===== src/design/tht_pkg.sv =====
// Shared types and constants of the timed hysteresis trigger.
package tht_pkg;

	localparam int CHAN_W   = 4;
	localparam int SAMPLE_W = 16;
	localparam int TICK_W   = 16;
	localparam int TOTAL_W  = 32;
	localparam int CFG_W    = 32;
	localparam int REGIDX_W = 2;

	localparam logic [TOTAL_W-1:0] TOTAL_MAX = '1;

	// Register indexes of the configuration port
	localparam logic [REGIDX_W-1:0] REG_TRIGGER_LEVEL = 2'd0;
	localparam logic [REGIDX_W-1:0] REG_SUSTAIN_TICKS = 2'd1;
	localparam logic [REGIDX_W-1:0] REG_SILENCE_TICKS = 2'd2;

	typedef struct packed {
		logic [CHAN_W-1:0]          channel;
		logic signed [SAMPLE_W-1:0] sample;
		logic [TICK_W-1:0]          elapsed_ticks;
	} in_beat_t;

	typedef struct packed {
		logic [CHAN_W-1:0] out_channel;
		logic              now_triggered;
		logic              fire_event;
	} out_beat_t;

	// Per-channel state word kept in the state memory
	typedef struct packed {
		logic               armed;
		logic [TOTAL_W-1:0] total;
	} chan_state_t;

	// Outcome of one update: whether the channel changed state, and to what
	typedef struct packed {
		logic hit;
		logic now_triggered;
	} upd_res_t;

endpackage


===== src/design/tht_state_mem.sv =====
// Per-channel state memory: one write port, one registered read port, valid bits.
module tht_state_mem #(
	parameter int DEPTH  = 16,
	parameter int ADDR_W = 4
) (
	input  logic                 clk,
	input  logic                 arst_n,
	input  logic                 rd_en,
	input  logic [ADDR_W-1:0]    rd_addr,
	output tht_pkg::chan_state_t rd_data,
	input  logic                 wr_en,
	input  logic [ADDR_W-1:0]    wr_addr,
	input  tht_pkg::chan_state_t wr_data
);
	import tht_pkg::*;

	chan_state_t       mem [DEPTH];
	logic [DEPTH-1:0]  vld_q;
	chan_state_t       rd_data_q;
	logic              rd_vld_q;

	always_ff @(posedge clk) begin
		if (wr_en) begin
			mem[wr_addr] <= wr_data;
		end
		if (rd_en) begin
			rd_data_q <= mem[rd_addr];
		end
	end

	// Entries never written read as the reset state
	always_ff @(posedge clk or negedge arst_n) begin
		if (!arst_n) begin
			vld_q    <= '0;
			rd_vld_q <= 1'b0;
		end else begin
			if (wr_en) begin
				vld_q[wr_addr] <= 1'b1;
			end
			if (rd_en) begin
				rd_vld_q <= vld_q[rd_addr];
			end
		end
	end

	assign rd_data = rd_vld_q ? rd_data_q : '0;

`ifndef SYNTHESIS
	a_rd_in_range: assert property (@(posedge clk) disable iff (!arst_n)
		rd_en |-> (32'(rd_addr) < DEPTH))
		else $error("state memory read beyond depth");
	a_wr_in_range: assert property (@(posedge clk) disable iff (!arst_n)
		wr_en |-> (32'(wr_addr) < DEPTH))
		else $error("state memory write beyond depth");
	a_wr_sets_valid: assert property (@(posedge clk) disable iff (!arst_n)
		wr_en |=> vld_q[$past(wr_addr)])
		else $error("written entry not marked valid");
`endif

endmodule


===== src/design/tht_update.sv =====
// Channel state update: accumulate time, compare against threshold, flip state.
module tht_update (
	input  tht_pkg::chan_state_t              cur,
	input  logic signed [tht_pkg::SAMPLE_W-1:0] sample,
	input  logic [tht_pkg::TICK_W-1:0]        elapsed_ticks,
	input  logic signed [tht_pkg::SAMPLE_W-1:0] trigger_level,
	input  logic [tht_pkg::TOTAL_W-1:0]       sustain_ticks,
	input  logic [tht_pkg::TOTAL_W-1:0]       silence_ticks,
	output tht_pkg::chan_state_t              nxt,
	output tht_pkg::upd_res_t                 res
);
	import tht_pkg::*;

	logic               above;
	logic               counting;
	logic [TOTAL_W:0]   sum;
	logic [TOTAL_W-1:0] sat;
	logic [TOTAL_W-1:0] thr;

	assign above    = sample >= trigger_level;
	// Idle channels count time above level, triggered ones time below
	assign counting = cur.armed ? !above : above;
	assign thr      = cur.armed ? silence_ticks : sustain_ticks;
	assign sum      = {1'b0, cur.total} + {{(TOTAL_W + 1 - TICK_W){1'b0}}, elapsed_ticks};
	assign sat      = sum[TOTAL_W] ? TOTAL_MAX : sum[TOTAL_W-1:0];

	always_comb begin
		nxt.armed         = cur.armed;
		nxt.total         = '0;
		res.hit           = 1'b0;
		res.now_triggered = !cur.armed;
		if (counting) begin
			if (sat > thr) begin
				nxt.armed = !cur.armed;
				res.hit   = 1'b1;
			end else begin
				nxt.total = sat;
			end
		end
	end

endmodule


===== src/design/tht_out_fifo.sv =====
// Four-entry result queue between the update stage and the output channel.
module tht_out_fifo (
	input  logic               clk,
	input  logic               arst_n,
	input  logic               push,
	input  tht_pkg::out_beat_t push_data,
	output logic               out_valid,
	input  logic               out_ready,
	output tht_pkg::out_beat_t out_data,
	output logic [2:0]         count
);
	import tht_pkg::*;

	out_beat_t  buf_q [4];
	logic [1:0] wr_ptr_q;
	logic [1:0] rd_ptr_q;
	logic [2:0] count_q;
	logic       pop;

	assign pop       = out_valid && out_ready;
	assign out_valid = count_q != 3'd0;
	assign out_data  = buf_q[rd_ptr_q];
	assign count     = count_q;

	always_ff @(posedge clk) begin
		if (push) begin
			buf_q[wr_ptr_q] <= push_data;
		end
	end

	always_ff @(posedge clk or negedge arst_n) begin
		if (!arst_n) begin
			wr_ptr_q <= '0;
			rd_ptr_q <= '0;
			count_q  <= '0;
		end else begin
			if (push) begin
				wr_ptr_q <= wr_ptr_q + 2'd1;
			end
			if (pop) begin
				rd_ptr_q <= rd_ptr_q + 2'd1;
			end
			count_q <= count_q + {2'b0, push} - {2'b0, pop};
		end
	end

`ifndef SYNTHESIS
	a_no_overflow: assert property (@(posedge clk) disable iff (!arst_n)
		(count_q == 3'd4) |-> !push || pop)
		else $error("result queue overflow");
	a_count_bound: assert property (@(posedge clk) disable iff (!arst_n)
		count_q <= 3'd4)
		else $error("result queue count out of range");
	a_ptr_gap: assert property (@(posedge clk) disable iff (!arst_n)
		(wr_ptr_q - rd_ptr_q) == count_q[1:0])
		else $error("queue pointers disagree with count");
`endif

endmodule


===== src/design/timed_hysteresis_trigger.sv =====
// Top level of the multi-channel timed hysteresis trigger.
//
//  port group   dir  handshake           payload
//  in_*         in   in_valid/in_ready   in_data   (channel, sample, elapsed_ticks)
//  out_*        out  out_valid/out_ready out_data  (out_channel, now_triggered, fire_event)
//  cfg_*        in   cfg_we              cfg_index, cfg_wdata (no read-back)
//
// Takes one input beat per clock while in_ready is high. A beat reads its channel
// state from the state memory at acceptance, updates and writes it back in the
// next cycle, and, when the channel changes state, pushes its result into the
// output queue at that same edge; the result is offered from then on.
// Back-to-back beats on one channel are served by forwarding the write-back.
// Reset clears per-entry valid bits at once, so there is no clearing pass.
// The four-entry output queue absorbs stalls; in_ready drops once queued plus
// in-flight results reach three.
module timed_hysteresis_trigger #(
	parameter int CHANNELS = 16
) (
	input  logic                           clk,
	input  logic                           arst_n,
	input  logic                           in_valid,
	output logic                           in_ready,
	input  tht_pkg::in_beat_t              in_data,
	output logic                           out_valid,
	input  logic                           out_ready,
	output tht_pkg::out_beat_t             out_data,
	input  logic                           cfg_we,
	input  logic [tht_pkg::REGIDX_W-1:0]   cfg_index,
	input  logic [tht_pkg::CFG_W-1:0]      cfg_wdata
);
	import tht_pkg::*;

	localparam int IDX_W = (CHANNELS > 1) ? $clog2(CHANNELS) : 1;

	// Shared configuration registers
	logic signed [SAMPLE_W-1:0] level_q;
	logic [TOTAL_W-1:0]         sustain_q;
	logic [TOTAL_W-1:0]         silence_q;

	// Accept stage
	logic                        accept;
	logic                        in_range;
	logic [CHAN_W+IDX_W-1:0]     chan_ext;
	logic [IDX_W-1:0]            in_idx;
	logic [2:0]                  fifo_count;
	logic [2:0]                  occupancy;

	// Update stage
	logic                        valid_s1;
	logic [IDX_W-1:0]            idx_s1;
	logic [CHAN_W-1:0]           chan_s1;
	logic signed [SAMPLE_W-1:0]  sample_s1;
	logic [TICK_W-1:0]           dt_s1;
	logic                        byp_s1;
	chan_state_t                 byp_data_s1;

	chan_state_t                 rd_state;
	chan_state_t                 cur_state;
	chan_state_t                 nxt_state;
	upd_res_t                    upd_res;
	out_beat_t                   res_beat;

	// Configuration writes; unknown indexes fall through
	always_ff @(posedge clk or negedge arst_n) begin
		if (!arst_n) begin
			level_q   <= '0;
			sustain_q <= '0;
			silence_q <= '0;
		end else if (cfg_we) begin
			unique case (cfg_index)
				REG_TRIGGER_LEVEL: level_q   <= cfg_wdata[SAMPLE_W-1:0];
				REG_SUSTAIN_TICKS: sustain_q <= cfg_wdata[TOTAL_W-1:0];
				REG_SILENCE_TICKS: silence_q <= cfg_wdata[TOTAL_W-1:0];
				default: ;
			endcase
		end
	end

	// Hold off input once the queue could not take every in-flight result
	assign occupancy = fifo_count + {2'b0, valid_s1};
	assign in_ready  = occupancy < 3'd3;
	assign accept    = in_valid && in_ready;

	// Channels beyond the configured count are taken and dropped
	assign in_range = 32'(in_data.channel) < CHANNELS;
	assign chan_ext = (CHAN_W + IDX_W)'(in_data.channel);
	assign in_idx   = chan_ext[IDX_W-1:0];

	always_ff @(posedge clk or negedge arst_n) begin
		if (!arst_n) begin
			valid_s1 <= 1'b0;
			byp_s1   <= 1'b0;
		end else begin
			valid_s1 <= accept && in_range;
			// Forward when the beat in flight writes the entry being read now
			byp_s1   <= valid_s1 && (idx_s1 == in_idx);
		end
	end

	always_ff @(posedge clk) begin
		if (accept) begin
			idx_s1    <= in_idx;
			chan_s1   <= in_data.channel;
			sample_s1 <= in_data.sample;
			dt_s1     <= in_data.elapsed_ticks;
		end
		byp_data_s1 <= nxt_state;
	end

	tht_state_mem #(
		.DEPTH  (CHANNELS),
		.ADDR_W (IDX_W)
	) u_mem (
		.clk     (clk),
		.arst_n  (arst_n),
		.rd_en   (accept && in_range),
		.rd_addr (in_idx),
		.rd_data (rd_state),
		.wr_en   (valid_s1),
		.wr_addr (idx_s1),
		.wr_data (nxt_state)
	);

	assign cur_state = byp_s1 ? byp_data_s1 : rd_state;

	tht_update u_update (
		.cur           (cur_state),
		.sample        (sample_s1),
		.elapsed_ticks (dt_s1),
		.trigger_level (level_q),
		.sustain_ticks (sustain_q),
		.silence_ticks (silence_q),
		.nxt           (nxt_state),
		.res           (upd_res)
	);

	// Fire only on becoming triggered, so the event mirrors the new state
	assign res_beat.out_channel   = chan_s1;
	assign res_beat.now_triggered = upd_res.now_triggered;
	assign res_beat.fire_event    = upd_res.now_triggered;

	tht_out_fifo u_out (
		.clk       (clk),
		.arst_n    (arst_n),
		.push      (valid_s1 && upd_res.hit),
		.push_data (res_beat),
		.out_valid (out_valid),
		.out_ready (out_ready),
		.out_data  (out_data),
		.count     (fifo_count)
	);

`ifndef SYNTHESIS
	a_occ_bound: assert property (@(posedge clk) disable iff (!arst_n)
		occupancy <= 3'd4)
		else $error("more results in flight than the queue holds");
	a_bypass_same_chan: assert property (@(posedge clk) disable iff (!arst_n)
		(valid_s1 && byp_s1) |-> ($past(valid_s1) && idx_s1 == $past(idx_s1)))
		else $error("forwarding taken for a different channel");
	a_fire_matches: assert property (@(posedge clk) disable iff (!arst_n)
		out_valid |-> (out_data.fire_event == out_data.now_triggered))
		else $error("fire event disagrees with new state");
	a_stage_from_accept: assert property (@(posedge clk) disable iff (!arst_n)
		valid_s1 |-> $past(accept))
		else $error("update stage active without an accepted beat");
`endif

endmodule


===== config.mk =====
export PLATFORM = sky130hd
export DESIGN_NAME = timed_hysteresis_trigger
export DESIGN_NICKNAME = d
export VERILOG_FILES = /design/src/design/tht_pkg.sv /design/src/design/tht_state_mem.sv /design/src/design/tht_update.sv /design/src/design/tht_out_fifo.sv /design/src/design/timed_hysteresis_trigger.sv
export SDC_FILE = /design/constraint.sdc
export NUM_CORES = 1
export LEC_CHECK = 0
export BUFFER_PORTS_ARGS = -buffer_cell sky130_fd_sc_hd__buf_2
export CAP_MARGIN = 5
export CORE_ASPECT_RATIO = 2
export CORE_MARGIN = 1.5
export CORE_UTILIZATION = 50
export DETAILED_ROUTE_END_ITERATION = 6
export PLACE_DENSITY = 0.63
export SKIP_CTS_REPAIR_TIMING = 1
export SLEW_MARGIN = 20
export SYNTH_ARGS = -nofsm -noshare
export SYNTH_HDL_FRONTEND = slang
export SYNTH_SLANG_ARGS = --single-unit

===== constraint.sdc =====
create_clock -name clk -period 8.4 [get_ports clk]
set_clock_uncertainty 0.1 [all_clocks]
set_input_delay 0.42 -clock clk [delete_from_list [all_inputs] [get_ports clk]]
set_output_delay 0.42 -clock clk [all_outputs]
set_load 0.1 [all_outputs]

# [Word-level counts from Yosys, hierarchy flattened]
# Memory sizes are Yosys's and may differ from the RTL's. A register that Yosys moved wholly into a read port is not among the register bits.
# Index checks and enable logic that the tools add are counted.
[classes] n_addsub=6 n_mul=0 div=0 magnitude_cmp=6 eq_ne=3 shift=0 mux=18 bitwise_logic=1 reduce_logical=12
[ops] operator="33-bit two-way mux" n=3
[ops] operator="32-bit two-way mux" n=3
[ops] operator="32-bit by 16-bit adder with 33-bit output" n=1
[ops] operator="32-bit greater-than comparator" n=1
[ops] operator="16-bit greater-or-equal comparator" n=1
[ops] operator="16-bit bitwise OR" n=1
[ops] operator="4-bit by 5-bit less-than comparator with 1-bit output, second input constant" n=2
[ops] operator="1-bit two-way mux" n=10
[ops] operator="3-bit by 1-bit adder with 3-bit output" n=2
[ops] operator="2-bit AND reduction" n=3
[ops] operator="1-bit logical AND" n=5
[ops] operator="2-bit by 1-bit adder with 2-bit output, second input constant" n=2
[ops] operator="1-bit binary-select mux with 4-bit select" n=1
[ops] operator="1-bit demux with 4-bit select" n=1
[ops] operator="4-bit equality test" n=1
[ops] operator="4-bit by 1-bit greater-or-equal comparator with 1-bit output, second input constant" n=1
[ops] operator="3-bit by 2-bit less-than comparator with 1-bit output, second input constant" n=1
[ops] operator="3-bit nonzero test" n=1
[ops] operator="3-bit by 1-bit subtractor with 3-bit output" n=1
[ops] operator="2-bit by 1-bit equality test with 1-bit output, second input constant" n=1
[ops] operator="2-bit equality test, second input constant" n=1
[ops] operator="1-bit zero test" n=2
[ops] operator="2-bit zero test" n=1
[totals] ff_bits=175 latch_bits=0 ramBits=552 mem_bits_ro=0 in_bits=75 memories=2
[mem_list] name="u_mem.mem" words=16 word_bits=33 rd=1 rd_clocked_by_memory_dff=1 write_ports=1 line_no="tht_state_mem.sv:17" text="chan_state_t mem [DEPTH];"
[mem_list] name="u_out.buf_q" words=4 word_bits=6 rd=1 rd_clocked_by_memory_dff=0 write_ports=1 line_no="tht_out_fifo.sv:14" text="out_beat_t buf_q [4];"

# [Longest topological paths before layout]
[depth] word_depth=10 ltp_mapped=28

# [Modules after synthesis]
# Synthesis repeated with hierarchy kept, for this count alone.
[unflattened] cells_unflattened=1632 hier_area_um2=31251.2
[modules_own_cells] mod="tht_state_mem" instances=1 cells_per_inst=864 area_each_um2=21770.9 seq_area_each_um2=17271.6
[modules_own_cells] mod="timed_hysteresis_trigger" instances=1 cells_per_inst=290 area_each_um2=5271.3 seq_area_each_um2=3793.6
[modules_own_cells] mod="tht_update" instances=1 cells_per_inst=412 area_each_um2=2942.8 seq_area_each_um2=0.0
[modules_own_cells] mod="tht_out_fifo" instances=1 cells_per_inst=66 area_each_um2=1266.2 seq_area_each_um2=895.9

# [Worst setup path before layout]
# No wires, ideal clock.
[synth_path] path_type="reg2reg" start="register byp_s1" end="memory u_mem.mem[0][31] (netlist bit) (data pin)" t_arrival_ns=5.955 setup_slack_ns=1.985 path_stages_with_launch=25 path_buffers=6 synth_period_minus_slack_ns=6.415 cell_sequence="dfrtp_1 buf_4 buf_2 buf_1 a22o_1 ha_1 inv_1 fa_1 nand2b_1 a21oi_1 o211ai_1 o211ai_1 or3b_4 buf_6 buf_2 nand2_1 ha_1 a41oi_1 o21ai_0 a221oi_1 o211ai_1 o22ai_1 a21bo_1 buf_6 a311oi_1"
[synth_rtl] item="start: declaration" line_no="timed_hysteresis_trigger.sv:54" text="logic byp_s1;"
[synth_rtl] item="start signal: assignment" line_no="timed_hysteresis_trigger.sv:96" text="byp_s1 <= valid_s1 && (idx_s1 == in_idx);"
[synth_rtl] item="end: declaration" line_no="tht_state_mem.sv:17"

==> flow_metrics.tcl <==
set metrics [dict create \
    rows 128 \
    cp_data_required_time_ps 8620 \
    p_total_mw 11.1 \
    path_class "register to register" \
    grt_max_degree 80 \
    num_vias 15900 \
    finalSetupViolations 0 \
    powerDensity_nw_per_um2 315 \
    max_freq_mhz 136 \
    synth_flop_cell "edfxtp_1" \
    relSlewSlack_pct 14.8 \
    numCtsBuffers 66 \
    endpoint_kind "register" \
    syn_area_sq_um 30900 \
    drive_gt1_share_pct 28.3 \
    ios 83 \
    diodes 0 \
    ys_types 75 \
    fin_area_sq_um 35100 \
    clock_latency_ps 600 \
    dr.first_iter.drc_count 1201 \
    fin_hold_ws_ps -15.4 \
    start_util_pct 50.7 \
    violations "hold timing" \
    postPlaceCellArea_sq_um 32400 \
    multi_input_area_sq_um 8820 \
    min_path_type "input pin to register" \
    arrival_ps 7570 \
    async_flop_share_pct 14.0 \
    run_status "finished, violations left" \
    coreArea_sq_um 61000 \
    met3_usage_pct 2.91 \
    p_leak_nw 12.4 \
    drt-vias-per-instance 6.02 \
    grt_pass1_wl_mm 106 \
    timing_worst_slew_pin_value_ps 1270 \
    cts_tree "yes" \
    grt_most_used_layer "met2" \
    grt_usage_pct 23.4 \
    timing.final.crit_share_pct 87.5 \
    cp-start-kind "register" \
    seq_area_frac_synth_pct 70.6 \
    die_x_microns 179 \
    cts-htree-levels 3 \
    cts_root_buf "clkbuf_16" \
    synthToLayoutAreaGrowth_pct 13.6 \
    dp.cells 2464 \
    synthesis.nets 1787 \
    avgSynthCellArea_sq_um 18.9 \
    antenna_found_initial 0 \
    chipHeight_microns 355 \
    clk_pin_slew_ps 60 \
    routedWlPerCell_microns 27.6 \
    grt-ovfl-total 0 \
    period_needed_ps 7350 \
    seqCellArea_sq_um 21800 \
    syn-instance-count 1638 \
    rsz0062_at_grt "false" \
    drv_cap 0 \
    post-route-drc-count 0 \
    ys_ff_latch 756 \
    final_util_pct 57.6 \
    irDropWorstVdd_mv 0.198 \
    clk_path_buf_depth 3 \
    final_cells 2633 \
    finalSetupTns_ps 0 \
    hpwlAfterDp_mm 42.5 \
    routed_wl_mm 72.7 \
    drv_slew 0 \
    grt_pass1_vias 16500 \
    clock_sinks 756 \
    dieArea_sq_um 63400 \
    port_buffers 82 \
    synth-edff-count 617 \
    nFillCells 4519 \
    crit_path_max_fanout 28 \
    yosys_warnings 0 \
    fin_nets 1959 \
    gp_congestion 0.905 \
    postRouteAntennaNets 0 \
    dr.pass1.iters 5 \
    met1_usage_pct 27.7 \
    globalRouteMet2Util_pct 43.6 \
    final_hold_viol_count 5 \
]
## synth_stat cells, types with 3 or more instances
cell | instances | area share (%)
a31oi_1 | 7 | 0.14
mux2_2 | 68 | 2.5
a21o_1 | 13 | 0.32
nand3_1 | 19 | 0.31
mux4_2 | 175 | 13
nand2b_1 | 8 | 0.16
buf_2 | 14 | 0.23
or2_2 | 16 | 0.32
a21oi_1 | 50 | 0.81
buf_6 | 5 | 0.18
a221oi_1 | 3 | 0.085
clkbuf_1 | 35 | 0.42
o21ai_0 | 31 | 0.50
nand3b_1 | 5 | 0.12
a21oi_2 | 8 | 0.23
a22o_1 | 22 | 0.62
a211oi_1 | 8 | 0.19
and2_1 | 11 | 0.22
a22oi_1 | 3 | 0.073
xor2_1 | 13 | 0.37
buf_4 | 3 | 0.073
inv_1 | 30 | 0.36
nor2b_1 | 6 | 0.12
or3_1 | 6 | 0.12
mux2i_1 | 34 | 1.1
nor3_1 | 8 | 0.13
nor2_1 | 33 | 0.40
buf_1 | 16 | 0.19
dfxtp_1 | 33 | 2.1
o211ai_1 | 6 | 0.15
dfrtp_1 | 106 | 8.6
xnor2_1 | 17 | 0.48
edfxtp_1 | 617 | 60
ha_1 | 72 | 2.9
nor3b_1 | 6 | 0.15
nand4_1 | 12 | 0.24
nand2_1 | 70 | 0.85
## cells by family after synthesis
group | synth area share (%)
adder cells (fa/ha/maj) | 3.04
AND/OR/NAND/NOR | 3.74
buffers and inverters | 1.48
multiplexers | 16.4
AO/OA/AOI/OAI | 3.90
flip-flops | 70.6
XOR/XNOR | 0.850
## layer usage
metal,share of wire (%),wire length [microns]
met3,3.7,2710
met4,2.8,2020
met1,38,27800
met2,55,40100
met5,0,0
## path summary, 6_finish.rpt
kind,startpoint,endpoint,slack [ps],depth (start not counted)
max reg2reg,byp_s1$_DFF_PN0_,u_mem.mem[15][9]$_DFFE_PP_,1050,20
min,cfg_wdata[10],level_q[10]$_DFFE_PN0P_,-20,3
max in group asynchronous,arst_n,level_q[10]$_DFFE_PN0P_,6640,3
max,byp_s1$_DFF_PN0_,u_mem.mem[15][9]$_DFFE_PP_,1050,20
min reg2reg,u_mem.vld_q[8]$_DFFE_PN0P_,u_mem.vld_q[8]$_DFFE_PN0P_,370,1
min in group asynchronous,arst_n,u_out.rd_ptr_q[1]$_DFFE_PN0P_,220,2
## power by group
part	switching (mW)	total (mW)	internal (mW)	leakage [nW]
combinational	1.91	2.80	0.892	4.20
sequential	0.209	5.30	5.09	7.22
clock	1.30	2.97	1.67	1.02
## layout by cell type (no fill, tap or decap), types with 16 or more instances in the layout
master and instances:
a21oi_1 38, dlygate4sd3_1 58, buf_4 39, edfxtp_1 617
nand3_1 19, o21ai_0 31, mux2i_1 34, or2_2 16
a21oi_2 19, inv_1 30, ha_1 72, buf_2 79
nor2_1 21, mux2_2 68, nand2_1 70, dfrtp_1 105
a22o_1 22, mux4_2 175, dfxtp_1 33, clkbuf_16 69
xnor2_1 17
## registers in the layout (all words and copies together), names as in the netlist
name             flops
u_mem.rd_data_q     33
chan_s1              4
u_out.rd_ptr_q       2
u_out.wr_ptr_q       2
u_mem.rd_vld_q       1
byp_s1               1
level_q             16
u_mem.mem          528
sample_s1           16
byp_data_s1         33
u_out.buf_q         20
u_out.count          3
valid_s1             1
silence_q           32
sustain_q           32
dt_s1               16
u_mem.vld_q         16
## cell type report
cell class / count / area share [%]
clock inverters: 23 / 0.655
inverters: 30 / 0.321
repair buffers: 178 / 3.69
well taps: 780 / 2.78
flip-flops and latches: 756 / 62.2
clock buffers: 88 / 5.26
multi-input cells: 778 / 25.1
## critical path, stage by stage, from the launching register on
cell,delay (ps)
dfrtp_2,570
nor2b_2,190
buf_4,330
a22o_1,210
inv_1,60
fa_1,410
nand2b_1,180
a21oi_1,230
o211ai_1,130
o211ai_1,400
or3b_4,650
and4_4,270
nor2_1,120
ha_1,270
a41oi_1,190
o21ai_0,110
a221oi_1,310
o211ai_1,150
o22ai_1,460
a21boi_0,1050
and2_1,650
## stage by stage
stage / hold slack (ps) / setup WS (ps)
floorplan: 24.4 / 1980
global placement: 298 / 1260
detailed placement: 305 / 1010
CTS: -341 / 1010
global route: 2.17 / 661
finish: -15.4 / 1050
Power figures use the tool's default switching activity.
